==> src/hdl/rbtd_pkg.sv <==
// ----------------------------------------------------------------------------
// rbtd_pkg
// shared types and constants of the rate budget task dispatcher
// ----------------------------------------------------------------------------
package rbtd_pkg;

    localparam int CFG_ADDR_W = 1;
    localparam int CFG_DATA_W = 16;

    localparam logic [CFG_ADDR_W-1:0] CFG_LOOP_RATE  = 1'b0;
    localparam logic [CFG_ADDR_W-1:0] CFG_TASK_COUNT = 1'b1;

    localparam logic [15:0] LOOP_RATE_RST = 16'd100;
    localparam logic [15:0] COUNTER_TOP   = 16'hFFFF;
    localparam logic [31:0] EPOCH_SPAN    = 32'd10;

    localparam logic [1:0] KIND_LOAD   = 2'd0;
    localparam logic [1:0] KIND_LOOP   = 2'd1;
    localparam logic [1:0] KIND_FINISH = 2'd2;
    localparam logic [1:0] KIND_UNUSED = 2'd3;

    localparam logic [1:0] V_DISPATCH = 2'd0;
    localparam logic [1:0] V_DONE     = 2'd1;
    localparam logic [1:0] V_STORED   = 2'd2;
    localparam logic [1:0] V_SEQ      = 2'd3;

    typedef struct packed {
        logic [1:0]  kind;
        logic [3:0]  entry_index;
        logic [15:0] entry_rate;
        logic [15:0] entry_cost_limit;
        logic [15:0] budget;
        logic [15:0] run_ticks;
        logic [31:0] seconds_now;
    } in_item_t;

    typedef struct packed {
        logic [1:0]  verdict;
        logic [3:0]  task_slot;
        logic [15:0] allowed_time;
        logic [31:0] mean_time;
        logic [31:0] run_count;
        logic [31:0] overrun_count;
        logic [15:0] overrun_peak;
    } out_item_t;

    typedef enum logic [3:0] {
        ST_IDLE,
        ST_DECODE,
        ST_SCAN_RD,
        ST_SCAN_CHK,
        ST_EPOCH,
        ST_MUL,
        ST_DIV_START,
        ST_DIV,
        ST_UPDATE,
        ST_EMIT
    } state_t;

    typedef struct packed {
        logic       take;
        logic       res_clear;
        logic       tbl_write;
        logic       loop_start;
        logic       scan_eval;
        logic       scan_hit;
        logic       scan_skip;
        logic       scan_end;
        logic       epoch_chk;
        logic       fin_read;
        logic       div_start;
        logic       fin_update;
        logic       out_load;
        logic [1:0] verdict;
    } dp_cmd_t;

    typedef struct packed {
        logic [1:0] kind;
        logic       slot_ok;
        logic       scan_at_end;
        logic       scan_hit;
        logic       div_zero;
        logic       div_done;
        logic       budget_short;
    } dp_sts_t;

endpackage

==> src/hdl/rbtd_ctrl.sv <==
// ----------------------------------------------------------------------------
// rbtd_ctrl
// controller: item decode, scan sequencing, finish handling, result beat
// ----------------------------------------------------------------------------
module rbtd_ctrl (
    input  logic               aclk,
    input  logic               aresetn,
    input  logic               s_valid,
    output logic               s_ready,
    output logic               m_valid,
    input  logic               m_ready,
    output rbtd_pkg::dp_cmd_t  cmd,
    input  rbtd_pkg::dp_sts_t  sts
);
    import rbtd_pkg::*;

    state_t     state_reg, state_next;
    logic       await_reg, await_next;
    logic [1:0] verdict_reg, verdict_next;
    logic       m_valid_reg, m_valid_next;

    always_ff @(posedge aclk) begin
        if (!aresetn) begin
            state_reg   <= ST_IDLE;
            await_reg   <= 1'b0;
            verdict_reg <= V_SEQ;
            m_valid_reg <= 1'b0;
        end else begin
            state_reg   <= state_next;
            await_reg   <= await_next;
            verdict_reg <= verdict_next;
            m_valid_reg <= m_valid_next;
        end
    end

    always_comb begin
        state_next   = state_reg;
        await_next   = await_reg;
        verdict_next = verdict_reg;
        m_valid_next = m_valid_reg && !m_ready;
        cmd          = '0;
        cmd.verdict  = verdict_reg;
        s_ready      = (state_reg == ST_IDLE);
        case (state_reg)
            ST_IDLE: begin
                if (s_valid) begin
                    cmd.take   = 1'b1;
                    state_next = ST_DECODE;
                end
            end
            ST_DECODE: begin
                cmd.res_clear = 1'b1;
                verdict_next  = V_SEQ;
                state_next    = ST_EMIT;
                case (sts.kind)
                    KIND_LOAD: begin
                        if (!await_reg && sts.slot_ok) begin
                            cmd.tbl_write = 1'b1;
                            verdict_next  = V_STORED;
                        end
                    end
                    KIND_LOOP: begin
                        if (!await_reg) begin
                            cmd.loop_start = 1'b1;
                            state_next     = ST_SCAN_RD;
                        end
                    end
                    KIND_FINISH: begin
                        if (await_reg) begin
                            state_next = ST_EPOCH;
                        end
                    end
                    default: ;
                endcase
            end
            ST_SCAN_RD: begin
                if (sts.scan_at_end) begin
                    cmd.scan_end = 1'b1;
                    await_next   = 1'b0;
                    verdict_next = V_DONE;
                    state_next   = ST_EMIT;
                end else begin
                    cmd.scan_eval = 1'b1;
                    state_next    = ST_SCAN_CHK;
                end
            end
            ST_SCAN_CHK: begin
                if (sts.scan_hit) begin
                    cmd.scan_hit = 1'b1;
                    await_next   = 1'b1;
                    verdict_next = V_DISPATCH;
                    state_next   = ST_EMIT;
                end else begin
                    cmd.scan_skip = 1'b1;
                    state_next    = ST_SCAN_RD;
                end
            end
            ST_EPOCH: begin
                cmd.epoch_chk = 1'b1;
                state_next    = ST_MUL;
            end
            ST_MUL: begin
                cmd.fin_read = 1'b1;
                state_next   = ST_DIV_START;
            end
            ST_DIV_START: begin
                if (sts.div_zero) begin
                    state_next = ST_UPDATE;
                end else begin
                    cmd.div_start = 1'b1;
                    state_next    = ST_DIV;
                end
            end
            ST_DIV: begin
                if (sts.div_done) begin
                    state_next = ST_UPDATE;
                end
            end
            ST_UPDATE: begin
                cmd.fin_update = 1'b1;
                if (sts.budget_short) begin
                    await_next   = 1'b0;
                    verdict_next = V_DONE;
                    state_next   = ST_EMIT;
                end else begin
                    state_next = ST_SCAN_RD;
                end
            end
            ST_EMIT: begin
                if (!m_valid_reg || m_ready) begin
                    cmd.out_load = 1'b1;
                    m_valid_next = 1'b1;
                    state_next   = ST_IDLE;
                end
            end
            default: begin
                state_next = ST_IDLE;
            end
        endcase
    end

    assign m_valid = m_valid_reg;
endmodule

==> config.mk <==
export PLATFORM = sky130hd
export DESIGN_NAME = rbtd_ctrl
export DESIGN_NICKNAME = d
export VERILOG_FILES = /design/src/hdl/rbtd_pkg.sv /design/src/hdl/rbtd_ctrl.sv
export SDC_FILE = /design/constraint.sdc
export NUM_CORES = 1
export LEC_CHECK = 0
export BUFFER_PORTS_ARGS = -buffer_cell sky130_fd_sc_hd__clkbuf_2
export CORE_ASPECT_RATIO = 1.75
export CORE_MARGIN = 3
export CORE_UTILIZATION = 30
export DETAILED_ROUTE_END_ITERATION = 8
export HOLD_SLACK_MARGIN = 0.1
export PLACE_DENSITY_LB_ADDON = 0.2
export SETUP_SLACK_MARGIN = 0.4
export SLEW_MARGIN = 15
export SYNTH_ARGS = -nofsm -noshare
export SYNTH_HDL_FRONTEND = slang
export SYNTH_SLANG_ARGS = --single-unit
==> constraint.sdc <==
create_clock -name aclk -period 2.7 [get_ports aclk]
set_input_delay 0.54 -clock aclk [delete_from_list [all_inputs] [get_ports aclk]]
set_output_delay 0.54 -clock aclk [all_outputs]
set_load 0.02 [all_outputs]
==> run_summary.xml <==
<?xml version="1.0" encoding="UTF-8"?>
<metrics>
  <group name="run_status">
    <metric name="result_of_the_run" unit="">complete, no violations</metric>
  </group>
  <group name="setup_path">
    <metric name="timing.setup.critical_path_class" unit="">flop to output pin</metric>
    <metric name="crit_path_end_kind" unit="">output pin</metric>
    <metric name="critPathMaxFanout" unit="">6</metric>
    <metric name="startpoint_type" unit="">flop</metric>
    <metric name="worst_ep_required_time" unit="ns">2.16</metric>
    <metric name="arrival" unit="ns">1.63</metric>
  </group>
  <group name="routing">
    <metric name="drt-pass1-iter-count" unit="">4</metric>
    <metric name="drt_drc_violations_left" unit="">0</metric>
    <metric name="routedWlPerCell" unit="um">12.9</metric>
    <metric name="first_iter_violations" unit="">23</metric>
    <metric name="total_number_of_vias" unit="">781</metric>
    <metric name="wirelength" unit="um">1930</metric>
    <metric name="antenna_nets_post_route" unit="">0</metric>
    <metric name="routed_via_density" unit="">5.24</metric>
  </group>
  <group name="die">
    <metric name="floorplan.core_area" unit="um^2">2330</metric>
    <metric name="design.die.area" unit="um^2">3120</metric>
    <metric name="starting_density_of_the_core" unit="%">31.7</metric>
    <metric name="ioPinCount" unit="">29</metric>
    <metric name="rows" unit="">23</metric>
    <metric name="dieWidth" unit="um">43.5</metric>
    <metric name="dieHeight" unit="um">71.6</metric>
  </group>
  <group name="finish">
    <metric name="area_growth" unit="%">26.1</metric>
    <metric name="fin_area" unit="um^2">931</metric>
    <metric name="final-instance-count-excl-fill" unit="">149</metric>
    <metric name="drive_gt1_share" unit="%">31.5</metric>
    <metric name="layout.core_utilization" unit="%">39.9</metric>
    <metric name="nNetsFinal" unit="">141</metric>
    <metric name="number_of_flip_flops_under_the_largest_register_name" unit="">4</metric>
    <metric name="number_of_diodes_added_for_antenna_fixing" unit="">0</metric>
    <metric name="filler_cell_count_in_the_final_layout" unit="">262</metric>
  </group>
  <group name="timing">
    <metric name="fin_crit" unit="ns">2.17</metric>
    <metric name="fin_crit_sh" unit="%">80.5</metric>
    <metric name="pins_over_their_slew_limit" unit="">0</metric>
    <metric name="max_slew_margin" unit="%">69.8</metric>
    <metric name="skew" unit="ns">0.000743</metric>
    <metric name="worstMarginPinSlew" unit="ns">0.446</metric>
    <metric name="setup_tns" unit="ns">0</metric>
    <metric name="rsz0062_at_grt" unit="">false</metric>
    <metric name="final-hold-violation-count" unit="">0</metric>
    <metric name="achievable-frequency" unit="MHz">460</metric>
    <metric name="final-setup-viol-count" unit="">0</metric>
  </group>
  <group name="clocking">
    <metric name="cts_tree" unit="">yes</metric>
    <metric name="clk_latency" unit="ns">0.22</metric>
    <metric name="ctsHtreeMaxLevel" unit="">1</metric>
    <metric name="numCtsBuffers" unit="">3</metric>
    <metric name="post-cts-setup-buffer-count" unit="">0</metric>
    <metric name="clock_path_buffers" unit="">2</metric>
    <metric name="cts_repair_resize_count" unit="">0</metric>
    <metric name="clock-sinks" unit="">8</metric>
    <metric name="postCtsHoldBufs" unit="">0</metric>
    <metric name="root_buffer" unit="">sky130_fd_sc_hd__clkbuf_8</metric>
    <metric name="clock_edge_transition_at_the_registers_on_the_reported_setup_and_hold_paths" unit="ns">0.04</metric>
  </group>
  <group name="grt">
    <metric name="number_of_global_route_vias_before_repair" unit="">698</metric>
    <metric name="wire_length_of_the_first_global_routing_pass" unit="um">3160</metric>
    <metric name="grt_start_max_net_pins" unit="">21</metric>
    <metric name="antenna_found_initial" unit="">0</metric>
    <metric name="grtUsageTotal" unit="%">12.9</metric>
    <metric name="grt_remaining_overflow" unit="">0</metric>
  </group>
  <group name="synth">
    <metric name="synth_cell_type_count" unit="">39</metric>
    <metric name="yosysWarningCount" unit="">0</metric>
    <metric name="synth.top_cells.by_area" unit="">sky130_fd_sc_hd__dfxtp_1, sky130_fd_sc_hd__nor2_1, sky130_fd_sc_hd__ha_1</metric>
    <metric name="post_synth.cell_area_avg" unit="um^2">7.53</metric>
    <metric name="syn-instance-count" unit="">98</metric>
    <metric name="synth.cell_area" unit="um^2">738</metric>
    <metric name="synth_top_area_share" unit="%">21.7</metric>
    <metric name="syn_nets" unit="">113</metric>
    <metric name="postSynthRegisterBits" unit="">8</metric>
    <metric name="synth_top_area_cell" unit="">sky130_fd_sc_hd__dfxtp_1</metric>
    <metric name="ys_seq_area_share" unit="%">21.7</metric>
  </group>
  <group name="placement">
    <metric name="place.detailed.instances" unit="">146</metric>
    <metric name="post_detail_place_hpwl" unit="um">1590</metric>
    <metric name="place.gp.congestion" unit="">0.746</metric>
    <metric name="io_buffers" unit="">28</metric>
    <metric name="place_area" unit="um^2">890</metric>
  </group>
  <group name="power_and_ir_drop">
    <metric name="power" unit="mW">0.471</metric>
    <metric name="p_leak" unit="nW">0.428</metric>
    <metric name="peakVddDrop" unit="V">0.000368</metric>
    <metric name="powerDensity" unit="nW/um^2">506</metric>
  </group>
  <group name="worst_hold_path">
    <metric name="hold_path.class" unit="">flop to flop</metric>
  </group>
  <group name="job">
    <metric name="max_cap_viol_count" unit="">0</metric>
  </group>
</metrics>
==> layout make-up <==
| type | count | area [um^2] | share of cell area, % |
|---|---|---|---|
| inverters | 6 | 22.5 | 2.42 |
| well taps | 25 | 31.3 | 3.36 |
| multi-input cells | 75 | 505 | 54.3 |
| repair buffers | 32 | 170 | 18.3 |
| flip-flops and latches | 8 | 160 | 17.2 |
| clock buffers | 3 | 41.3 | 4.44 |
==> where the power goes <==
part           total (mW)  internal, mW  switching [mW]
logic               0.194        0.0766           0.118
clock network       0.137        0.0961          0.0412
registers           0.139         0.132         0.00731
==> through the flow <==
step / hold WS (ns) / worst slack [ns]
floorplan: 0.567 / 0.429
finish: 0.506 / 0.526
global route: 0.549 / 0.463
global placement: 0.496 / 0.778
detailed placement: 0.497 / 0.762
CTS: 0.507 / 0.521
==> cell usage in the layout, fill, tap and decap left out, types with 3 or more instances in the layout <==
cell type and instances:
sky130_fd_sc_hd__ha_1 3, sky130_fd_sc_hd__clkbuf_2 28, sky130_fd_sc_hd__o21ai_0 3, sky130_fd_sc_hd__inv_1 6, sky130_fd_sc_hd__dfxtp_1 8, sky130_fd_sc_hd__nor3_1 5, sky130_fd_sc_hd__nand2_1 4, sky130_fd_sc_hd__nor2_1 15
sky130_fd_sc_hd__buf_4 4, sky130_fd_sc_hd__nand2b_1 5, sky130_fd_sc_hd__nand3_1 3, sky130_fd_sc_hd__nor4_1 3, sky130_fd_sc_hd__clkbuf_8 3
==> synthesized netlist by cell type <==
master / number
sky130_fd_sc_hd__a21boi_0: 1
sky130_fd_sc_hd__a21boi_1: 1
sky130_fd_sc_hd__a21oi_1: 2
sky130_fd_sc_hd__a21oi_2: 1
sky130_fd_sc_hd__a22oi_1: 1
sky130_fd_sc_hd__a311oi_1: 1
sky130_fd_sc_hd__and2_1: 2
sky130_fd_sc_hd__and2b_1: 1
sky130_fd_sc_hd__and3b_1: 1
sky130_fd_sc_hd__buf_1: 1
sky130_fd_sc_hd__buf_2: 7
sky130_fd_sc_hd__buf_6: 1
sky130_fd_sc_hd__dfxtp_1: 8
sky130_fd_sc_hd__ha_1: 3
sky130_fd_sc_hd__inv_1: 6
sky130_fd_sc_hd__mux2i_1: 2
sky130_fd_sc_hd__nand2_1: 4
sky130_fd_sc_hd__nand2b_1: 5
sky130_fd_sc_hd__nand3_1: 3
sky130_fd_sc_hd__nand3b_1: 1
sky130_fd_sc_hd__nand4bb_1: 2
sky130_fd_sc_hd__nor2_1: 15
sky130_fd_sc_hd__nor2b_1: 1
sky130_fd_sc_hd__nor3_1: 5
sky130_fd_sc_hd__nor3b_4: 1
sky130_fd_sc_hd__nor4_1: 3
sky130_fd_sc_hd__nor4b_1: 2
sky130_fd_sc_hd__nor4bb_1: 1
sky130_fd_sc_hd__o21a_1: 2
sky130_fd_sc_hd__o21ai_0: 3
sky130_fd_sc_hd__o21ai_1: 1
sky130_fd_sc_hd__o22a_1: 2
sky130_fd_sc_hd__o311ai_1: 1
sky130_fd_sc_hd__o31a_1: 1
sky130_fd_sc_hd__o41a_2: 1
sky130_fd_sc_hd__o41ai_1: 2
sky130_fd_sc_hd__or3_1: 1
sky130_fd_sc_hd__or3b_2: 1
sky130_fd_sc_hd__or4b_1: 1
==> path summary, 6_finish.rpt <==
kind	cells past startpoint	from	slack (ns)	end
worst min register to register	2	verdict_reg[1]$_SDFFE_PN1P_	0.51	verdict_reg[1]$_SDFFE_PN1P_
worst max-delay path	3	state_reg[1]$_SDFFE_PN0P_	0.53	cmd[11]
worst min-delay path	2	verdict_reg[1]$_SDFFE_PN1P_	0.51	verdict_reg[1]$_SDFFE_PN1P_
worst max register to register	5	state_reg[0]$_SDFFE_PN0P_	1.13	await_reg$_SDFFE_PN0P_
==> layer usage <==
layer  vias to the layer above  track usage [%]  part of all wire [%]
met4                         0             5.70                   2.2
met2                        22             22.6                    52
li1                        403                -                     -
met3                         5             1.51                   4.1
met1                       351             15.4                    41
met5                         -                0                     0
==> cells by family (layout without fill, tap and decap cells) <==
family / after synthesis / count (layout) / synth area share, %
adder cells (fa/ha/maj): 3 / 3 / 5.09
AO/OA/AOI/OAI: 20 / 20 / 20.3
flip-flops: 8 / 8 / 21.7
multiplexers: 2 / 2 / 2.71
buffers and inverters: 15 / 41 / 9.83
AND/OR/NAND/NOR: 50 / 50 / 40.3
==> worst max-delay path: stages (launching register included) <==
cell	delay (ns)
sky130_fd_sc_hd__dfxtp_1	0.30
sky130_fd_sc_hd__or4b_1	0.67
sky130_fd_sc_hd__nor3b_4	0.24
sky130_fd_sc_hd__clkbuf_2	0.20
Note: power is estimated with default switching activity, not from simulation.
